### src/design/mavg_pkg.sv
// ----------------------------------------------------------------------------
// mavg_pkg
// constants and types shared by the moving average block
// ----------------------------------------------------------------------------
package mavg_pkg;

	// window length and field widths
	localparam int WINDOW   = 10;
	localparam int SAMPLE_W = 14;
	localparam int SUM_W    = SAMPLE_W + $clog2(WINDOW);
	localparam int CNT_W    = $clog2(WINDOW + 1);
	localparam int POS_W    = (WINDOW > 1) ? $clog2(WINDOW) : 1;
	localparam int ITER_W   = $clog2(SUM_W);

	typedef enum logic [1:0] {
		ST_IDLE,
		ST_LOAD,
		ST_DIV,
		ST_FINISH
	} state_t;

endpackage

### src/design/moving_average_warmup_top.sv
// ----------------------------------------------------------------------------
// moving_average_warmup_top
// boxcar moving average with warm-up over signed temperature samples
// ----------------------------------------------------------------------------
// usage
//   input channel: sample with in_valid / in_ready; one transaction moves
//   one signed 14 bit sample in 1/16 degree units
//   output channel: average and window_full with out_valid / out_ready; one
//   result transaction follows each input transaction, in order
//   each sample replaces the oldest ring entry and updates the running sum;
//   the mean divides by the samples seen so far until the ring has filled
//   once, then by the full window, floor rounded
//   sequence: accept and update the sum, load the divider, run the shared
//   restoring divider at one quotient bit per cycle, then round and
//   register the result; in_ready is low from accept until the result is
//   registered
//   a registered result may wait for out_ready while the next sample is
//   accepted; a stalled receiver holds the block in its final step only
//   reset clears the ring, sum, write position and filled flag at once
// ----------------------------------------------------------------------------
module moving_average_warmup_top
	import mavg_pkg::*;
(
	input  logic                       clk,
	input  logic                       arst_n,
	input  logic                       in_valid,
	output logic                       in_ready,
	input  logic signed [SAMPLE_W-1:0] sample,
	output logic                       out_valid,
	input  logic                       out_ready,
	output logic signed [SAMPLE_W-1:0] average,
	output logic                       window_full
);

	// control state
	state_t             state_q, state_d;
	logic [ITER_W-1:0]  iter_q;
	logic [POS_W-1:0]   pos_q;
	logic               filled_q;
	logic               out_valid_q;

	// sample ring and running sum
	logic signed [SAMPLE_W-1:0] ring_q [WINDOW];
	logic signed [SUM_W-1:0]    sum_q;

	// divider operands
	logic [CNT_W-1:0]    den_q;
	logic [CNT_W-1:0]    rem_q;
	logic [SUM_W-1:0]    quo_q;
	logic                neg_q;
	logic signed [SAMPLE_W-1:0] avg_q;
	logic                full_q;

	// transaction strobes
	logic in_fire;
	logic out_free;

	assign in_ready  = (state_q == ST_IDLE);
	assign in_fire   = in_valid && in_ready;
	assign out_free  = !out_valid_q || out_ready;

	// sum update for the accepted sample
	logic [CNT_W-1:0]        pos_inc;
	logic                    wrap;
	logic signed [SUM_W-1:0] sum_next;

	assign pos_inc  = CNT_W'(pos_q) + CNT_W'(1);
	assign wrap     = (pos_inc == CNT_W'(WINDOW));
	assign sum_next = sum_q - SUM_W'(ring_q[pos_q]) + SUM_W'(sample);

	// one restoring step: shift in the next dividend bit, subtract if it fits
	logic [CNT_W:0] shifted;
	logic           fits;
	logic [CNT_W:0] diff;

	assign shifted = {rem_q, quo_q[SUM_W-1]};
	assign fits    = (shifted >= {1'b0, den_q});
	assign diff    = shifted - {1'b0, den_q};

	// floor correction: a negative sum with a remainder rounds one further down
	logic [SUM_W-1:0] q_adj;
	logic [SUM_W-1:0] q_signed;

	assign q_adj    = quo_q + SUM_W'(neg_q && (rem_q != '0));
	assign q_signed = neg_q ? (~q_adj + SUM_W'(1)) : q_adj;

	// next state
	always_comb begin
		state_d = state_q;
		unique case (state_q)
			ST_IDLE: begin
				if (in_fire) state_d = ST_LOAD;
			end
			ST_LOAD: begin
				state_d = ST_DIV;
			end
			ST_DIV: begin
				if (iter_q == '0) state_d = ST_FINISH;
			end
			ST_FINISH: begin
				if (out_free) state_d = ST_IDLE;
			end
			default: begin
				state_d = ST_IDLE;
			end
		endcase
	end

	always_ff @(posedge clk or negedge arst_n) begin
		if (!arst_n) begin
			state_q <= ST_IDLE;
		end else begin
			state_q <= state_d;
		end
	end

	// ring, sum, position and filled flag
	always_ff @(posedge clk or negedge arst_n) begin
		if (!arst_n) begin
			for (int i = 0; i < WINDOW; i++) ring_q[i] <= '0;
			sum_q    <= '0;
			pos_q    <= '0;
			filled_q <= 1'b0;
			den_q    <= '0;
		end else if (in_fire) begin
			ring_q[pos_q] <= sample;
			sum_q         <= sum_next;
			pos_q         <= wrap ? '0 : pos_inc[POS_W-1:0];
			if (wrap) filled_q <= 1'b1;
			den_q         <= (wrap || filled_q) ? CNT_W'(WINDOW) : pos_inc;
		end
	end

	// shared divider datapath
	always_ff @(posedge clk or negedge arst_n) begin
		if (!arst_n) begin
			iter_q <= '0;
		end else if (state_q == ST_LOAD) begin
			iter_q <= ITER_W'(SUM_W - 1);
		end else if (state_q == ST_DIV) begin
			iter_q <= iter_q - ITER_W'(1);
		end
	end

	always_ff @(posedge clk) begin
		if (state_q == ST_LOAD) begin
			neg_q <= sum_q[SUM_W-1];
			quo_q <= sum_q[SUM_W-1] ? (~sum_q + SUM_W'(1)) : sum_q;
			rem_q <= '0;
		end else if (state_q == ST_DIV) begin
			rem_q <= fits ? diff[CNT_W-1:0] : shifted[CNT_W-1:0];
			quo_q <= {quo_q[SUM_W-2:0], fits};
		end
	end

	// output register
	always_ff @(posedge clk or negedge arst_n) begin
		if (!arst_n) begin
			out_valid_q <= 1'b0;
		end else if (state_q == ST_FINISH && out_free) begin
			out_valid_q <= 1'b1;
		end else if (out_ready) begin
			out_valid_q <= 1'b0;
		end
	end

	always_ff @(posedge clk) begin
		if (state_q == ST_FINISH && out_free) begin
			avg_q  <= q_signed[SAMPLE_W-1:0];
			full_q <= filled_q;
		end
	end

	assign out_valid   = out_valid_q;
	assign average     = avg_q;
	assign window_full = full_q;

	// checks on the sequencer and state
	a_busy_after_accept: assert property (@(posedge clk) disable iff (!arst_n)
		in_fire |=> !in_ready)
		else $error("accepted a sample while the divider was busy");

	a_pos_in_range: assert property (@(posedge clk) disable iff (!arst_n)
		CNT_W'(pos_q) < CNT_W'(WINDOW))
		else $error("write position beyond window");

	a_filled_sticky: assert property (@(posedge clk) disable iff (!arst_n)
		$past(filled_q) |-> filled_q)
		else $error("filled flag dropped");

	a_den_valid: assert property (@(posedge clk) disable iff (!arst_n)
		(state_q == ST_DIV) |-> (den_q != '0 && den_q <= CNT_W'(WINDOW)))
		else $error("divisor out of range");

endmodule
### config.mk
export PLATFORM = sky130hd
export DESIGN_NAME = moving_average_warmup_top
export DESIGN_NICKNAME = d
export VERILOG_FILES = /design/src/design/mavg_pkg.sv /design/src/design/moving_average_warmup_top.sv
export SDC_FILE = /design/constraint.sdc
export NUM_CORES = 1
export LEC_CHECK = 0
export ABC_AREA = 1
export BUFFER_PORTS_ARGS = -buffer_cell sky130_fd_sc_hd__buf_2
export CAP_MARGIN = 20
export CELL_PAD_IN_SITES_DETAIL_PLACEMENT = 1
export CELL_PAD_IN_SITES_GLOBAL_PLACEMENT = 1
export CORE_MARGIN = 2
export CORE_UTILIZATION = 30
export CTS_BUF_LIST = sky130_fd_sc_hd__clkbuf_2 sky130_fd_sc_hd__clkbuf_4 sky130_fd_sc_hd__clkbuf_8
export DETAILED_ROUTE_END_ITERATION = 7
export PLACE_DENSITY = 0.64
export SKIP_CTS_REPAIR_TIMING = 1
export SLEW_MARGIN = 20
export SYNTH_ARGS = -nofsm -noshare
export SYNTH_HDL_FRONTEND = slang
export SYNTH_SLANG_ARGS = --single-unit
### constraint.sdc
create_clock -name clk -period 7.4 [get_ports clk]
set_input_delay 1.11 -clock clk [delete_from_list [all_inputs] [get_ports clk]]
set_output_delay 1.11 -clock clk [all_outputs]
set_load 0.05 [all_outputs]
==> impl_metrics.yaml, run 1 <==
die:
  die-height_um: 201.9
  pin_count: 35
  core_area_mm2: 0.03865
  rows: 72
  dieArea_mm2: 0.04075
  die_w_um: 201.9
  start_util_pct: 30.39
synthesis:
  ys_warn_count: 0
  postSynthAreaPerCell_um2: 7.940
  ys_ff_latch: 213
  seq_area_frac_synth_pct: 46.67
  syn_nets: 1553
  synthArstFlopShare_pct: 82.16
  synth_edf_count: 34
  syn_area_mm2: 0.01174
  yosysUniqueCellTypes: 40
  synthCells: 1479
  synth_ff_type: "dfrtp_1"
cts:
  cts_made_buffers: 41
  cts_buffer_depth: 3
  path_clk_slew_ns: 0.06
  clock-root-buffer: "clkbuf_8"
  cts_tree: "built"
  insertion_delay_ns: 0.57
  clock-sinks: 213
  htree_levels: 2
sta:
  post-route-min-period_ns: 3.923
  finalHoldViolCount: 0
  setup-violations-final: 0
  rsz0062_at_grt: "no"
  slew_headroom_pct: 36.38
  slew_violations: 0
  finalSetupTns_ns: 0
  worstMarginPinSlew_ns: 0.9543
  fin_crit_sh_pct: 53.01
  max_freq_mhz: 254.9
  worst_clock_skew_ns: 0.02194
place:
  portBuffers: 34
  place_congestion: 0.8096
  hpwl_mm: 22.36
  place_area_mm2: 0.01241
global_routing:
  grt_max_degree: 108
  busiest_layer: "met2"
  grt_use_total_pct: 17.12
  met2_usage_pct: 29.04
  grt_pass1_wl_mm: 56.36
  grt_pass1_vias: 10530
  grt-ovfl-total: 0
  grtUsageMet3_pct: 2.677
  use_met1_pct: 22.54
  antenna_found_initial: 0
run:
  max_cap_viol_count: 0
final_layout:
  final_cell_mix: "nand2_1 (399), o21ai_0 (237), dfrtp_1 (174)"
  layout_commonest_cell: "nand2_1"
  finalInstanceArea_mm2: 0.01331
  drive_gt1_share_pct: 10.38
  antennaDiodeCount: 0
  nets: 1574
  syn_to_final_growth_pct: 13.35
routing:
  vias_per_cell: 4.816
  num_vias: 9873
  wire_per_inst_um: 16.41
  wirelength_mm: 33.64
  drtPass1Iterations: 5
  drc: 0
  ant_nets: 0
  drtIter0Drc: 541
critical_path:
  end_kind: "flip-flop"
  worstSetupStartpointType: "flip-flop"
  crit_arrival_ns: 4.34
  required_ns: 7.81
  crit_type: "reg2reg"
  path_max_fanout: 28
worst_hold_path:
  hp-class: "reg2reg"
status:
  status: "completed"
[worst paths after layout]
kind | start | endpoint | slack (ns) | cells past startpoint
max | pos_q[1] | sum_q[9] | 3.48 | 14
min | ring_q[107] | ring_q[107] | 0.48 | 2
max reg2reg | pos_q[1] | sum_q[9] | 3.48 | 14
min reg2reg | ring_q[107] | ring_q[107] | 0.48 | 2
max in group asynchronous | arst_n | pos_q[0] | 5.17 | 2
min in group asynchronous | arst_n | ring_q[7] | 0.66 | 1
[layout make-up]
type | count | area [um2]
clock buffers | 68 | 848.3
flip-flops and latches | 213 | 5482
well taps | 518 | 648.1
multi-input cells | 1046 | 5438
clock inverters | 7 | 45.04
repair buffers | 47 | 284.0
inverters | 151 | 566.8
fillers | 4677 | 25340
[worst max-delay path, stage by stage (launching register included)]
cell and delay, ns:
dfrtp_1 0.35, clkinv_1 0.47, buf_4 0.45, nor2_1 0.13, o22ai_1 0.10, a22o_1 0.19
a21oi_1 0.24, fa_1 0.47, ha_1 0.37, a21oi_1 0.20, a21boi_0 0.20, nand2_1 0.13
or2_2 0.29, nand3_1 0.06, o21ai_0 0.10
[flip-flops by register name, summed over array words and instances (netlist names), 4 cells and up]
register  cells
iter_q        5
quo_q        18
rem_q         4
den_q         4
ring_q      140
average      14
pos_q         4
sum_q        18
[cells by family after synthesis]
family | Yosys count | synth area share [%]
AOI/OAI and AO/OA | 320 | 14.36
xor gates and xnor gates | 29 | 2.163
adders and majority gates | 56 | 7.117
buffers and inverters | 220 | 7.138
DFF | 213 | 46.67
and+or+nand+nor | 641 | 22.55
[cell usage after synthesis (2+ instances only)]
library cell | n | share of area [%]
a21oi_1 | 21 | 0.89
a21boi_0 | 2 | 0.13
clkbuf_1 | 58 | 1.9
xnor2_1 | 12 | 0.89
nand3_1 | 78 | 3.3
dfrtp_1 | 175 | 37
nand3b_1 | 7 | 0.45
nand4_1 | 3 | 0.16
xor2_1 | 17 | 1.3
nor2_2 | 4 | 0.21
a31oi_1 | 2 | 0.11
o21bai_1 | 5 | 0.32
buf_1 | 3 | 0.096
buf_2 | 7 | 0.30
nor3b_1 | 2 | 0.13
edfxtp_1 | 34 | 8.7
nand2_1 | 402 | 13
dfxtp_1 | 4 | 0.68
fa_1 | 18 | 3.1
nor2_4 | 4 | 0.38
nor3_1 | 9 | 0.38
o21ai_0 | 237 | 10
nand2_2 | 13 | 0.69
o22ai_1 | 32 | 1.7
ha_1 | 38 | 4.0
inv_2 | 3 | 0.096
inv_1 | 146 | 4.7
o21ai_1 | 13 | 0.55
clkinv_1 | 2 | 0.064
nor2_1 | 111 | 3.5
a21o_1 | 3 | 0.19
or2_2 | 6 | 0.32
[routing by layer]
metal / wire length [um] / up-vias
met3: 980 / 44
met1: 16280 / 4875
li1: - / 4848
met5: 0 / -
met4: 741 / 0
met2: 15650 / 106
[through the flow]
| step | utilization (%) | worst slack, ns | hold WS [ns] | std cells |
|---|---|---|---|---|
| finish | 34.44 | 3.477 | 0.4778 | 2050 |
| global route | 34.44 | 3.132 | 0.4957 | 2050 |
| CTS | 34.42 | 3.463 | 0.4824 | 2050 |
| detailed placement | 32.11 | 3.485 | 0.4674 | 1975 |
| global placement | 32.07 | 3.544 | 0.4616 | 1974 |
| floorplan | - | 4.225 | 0.4196 | 1479 |
Power of run 1 is left out: the tool's default activity adds up to more than one toggle a clock period on the data nets, which glitch-free logic cannot reach.
==> run 2: changes to the inputs <==
- clock period: 7.4 -> 4.1 ns (I/O delays scaled with it)
==> impl_metrics.yaml, run 2 (synthesis results as in run 1) <==
final_layout:
  final_util_pct: 34.51
  drive_gt1_share_pct: 10.25
  largest_register_ffs: 140
  top_regs: "ring_q (140), quo_q (18), sum_q (18)"
  nets: 1578
  final_cell_mix: "nand2_1 (400), o21ai_0 (237), dfrtp_1 (174)"
  antennaDiodeCount: 0
  largest-register: "ring_q"
  syn_to_final_growth_pct: 13.56
  finalInstanceArea_mm2: 0.01334
  layout_commonest_cell: "nand2_1"
die:
  die-height_um: 201.9
  rows: 72
  dieArea_mm2: 0.04075
  pin_count: 35
  start_util_pct: 30.39
  core_area_mm2: 0.03865
  die_w_um: 201.9
global_routing:
  grt_pass1_vias: 10410
  grt_pass1_wl_mm: 55.68
  antenna_found_initial: 0
  grt_use_total_pct: 17.05
  grt_max_degree: 61
  grt-ovfl-total: 0
critical_path:
  cp_slowest_stage_delay_ns: 0.46
  slowest_stage: "fa_1"
  crit_chain: "buf_4 -> clkinv_1 -> buf_4 -> nor2_1 -> o22ai_1 -> a22o_1 -> a21oi_1 -> fa_1 -> ha_1 -> a21oi_1 -> a21boi_0 -> nand2_1 -> or2_2 -> nand3_1 -> o21ai_0"
  worstSetupStartpointType: "flip-flop"
  crit_type: "reg2reg"
  required_ns: 4.53
  end_kind: "flip-flop"
  path_max_fanout: 25
  critPathBufInv: 3
  crit_arrival_ns: 3.98
  crit_family: "compound AO/OA/AOI/OAI gates"
sta:
  fin_crit_sh_pct: 86.62
  post-route-min-period_ns: 3.551
  worstMarginPinSlew_ns: 1.039
  finalHoldViolCount: 0
  slew_headroom_pct: 30.57
  rsz0062_at_grt: "no"
  finalSetupTns_ns: 0
  worst_clock_skew_ns: 0.03191
  slew_violations: 0
  setup-violations-final: 0
  max_freq_mhz: 281.6
cts:
  path_clk_slew_ns: 0.06
  cts_buffer_depth: 3
  htree_levels: 2
  clock-root-buffer: "clkbuf_8"
  cts_made_buffers: 40
  insertion_delay_ns: 0.56
  clock-sinks: 213
  cts_tree: "built"
worst_hold_path:
  hp-class: "in2async"
routing:
  vias_per_cell: 4.818
  ant_nets: 0
  drtIter0Drc: 422
  drc: 0
  num_vias: 9877
  drtPass1Iterations: 4
  wire_per_inst_um: 16.30
  wirelength_mm: 33.42
place:
  hpwl_mm: 22.77
  portBuffers: 34
  place_congestion: 0.8279
  place_area_mm2: 0.01248
run:
  max_cap_viol_count: 0
status:
  status: "completed"
-- run 2: metal layers --
layer  routed length, um  global-route usage [%]
met4                 882                   5.436
met3                1055                   2.741
met1               16160                   22.90
met5                   0                       0
met2               15330                   28.15
-- run 2: through the flow --
stage	setup slack [ns]	hold slack, ns	cells
2_1_floorplan	1.025	0.3194	1479
3_3_place_gp	0.6711	0.4608	1980
3_5_place_dp	0.5699	0.4677	1980
4_1_cts	0.5858	0.03687	2050
5_1_grt	0.2183	0.05325	2050
6_report	0.5488	0.04170	2050
-- run 2: area by class of cell --
type	instances	area, um2
flip-flops and latches	213	5482
clock inverters	5	55.05
clock buffers	65	800.8
multi-input cells	1046	5435
fillers	4692	25310
inverters	151	566.8
repair buffers	52	349.1
well taps	518	648.1
-- run 2: path summary, 6_finish.rpt --
kind | startpoint | end | slack [ns] | cells past startpoint
setup / recovery | pos_q[1] | sum_q[9] | 0.55 | 15
hold / removal | arst_n | ring_q[93] | 0.04 | 1
setup reg to reg | pos_q[1] | sum_q[9] | 0.55 | 15
hold reg to reg | ring_q[70] | ring_q[70] | 0.48 | 2
max in group asynchronous | arst_n | ring_q[135] | 3.15 | 2
min in group clk | out_ready | out_valid | 0.35 | 4
Power of run 2 is left out for the same reason.
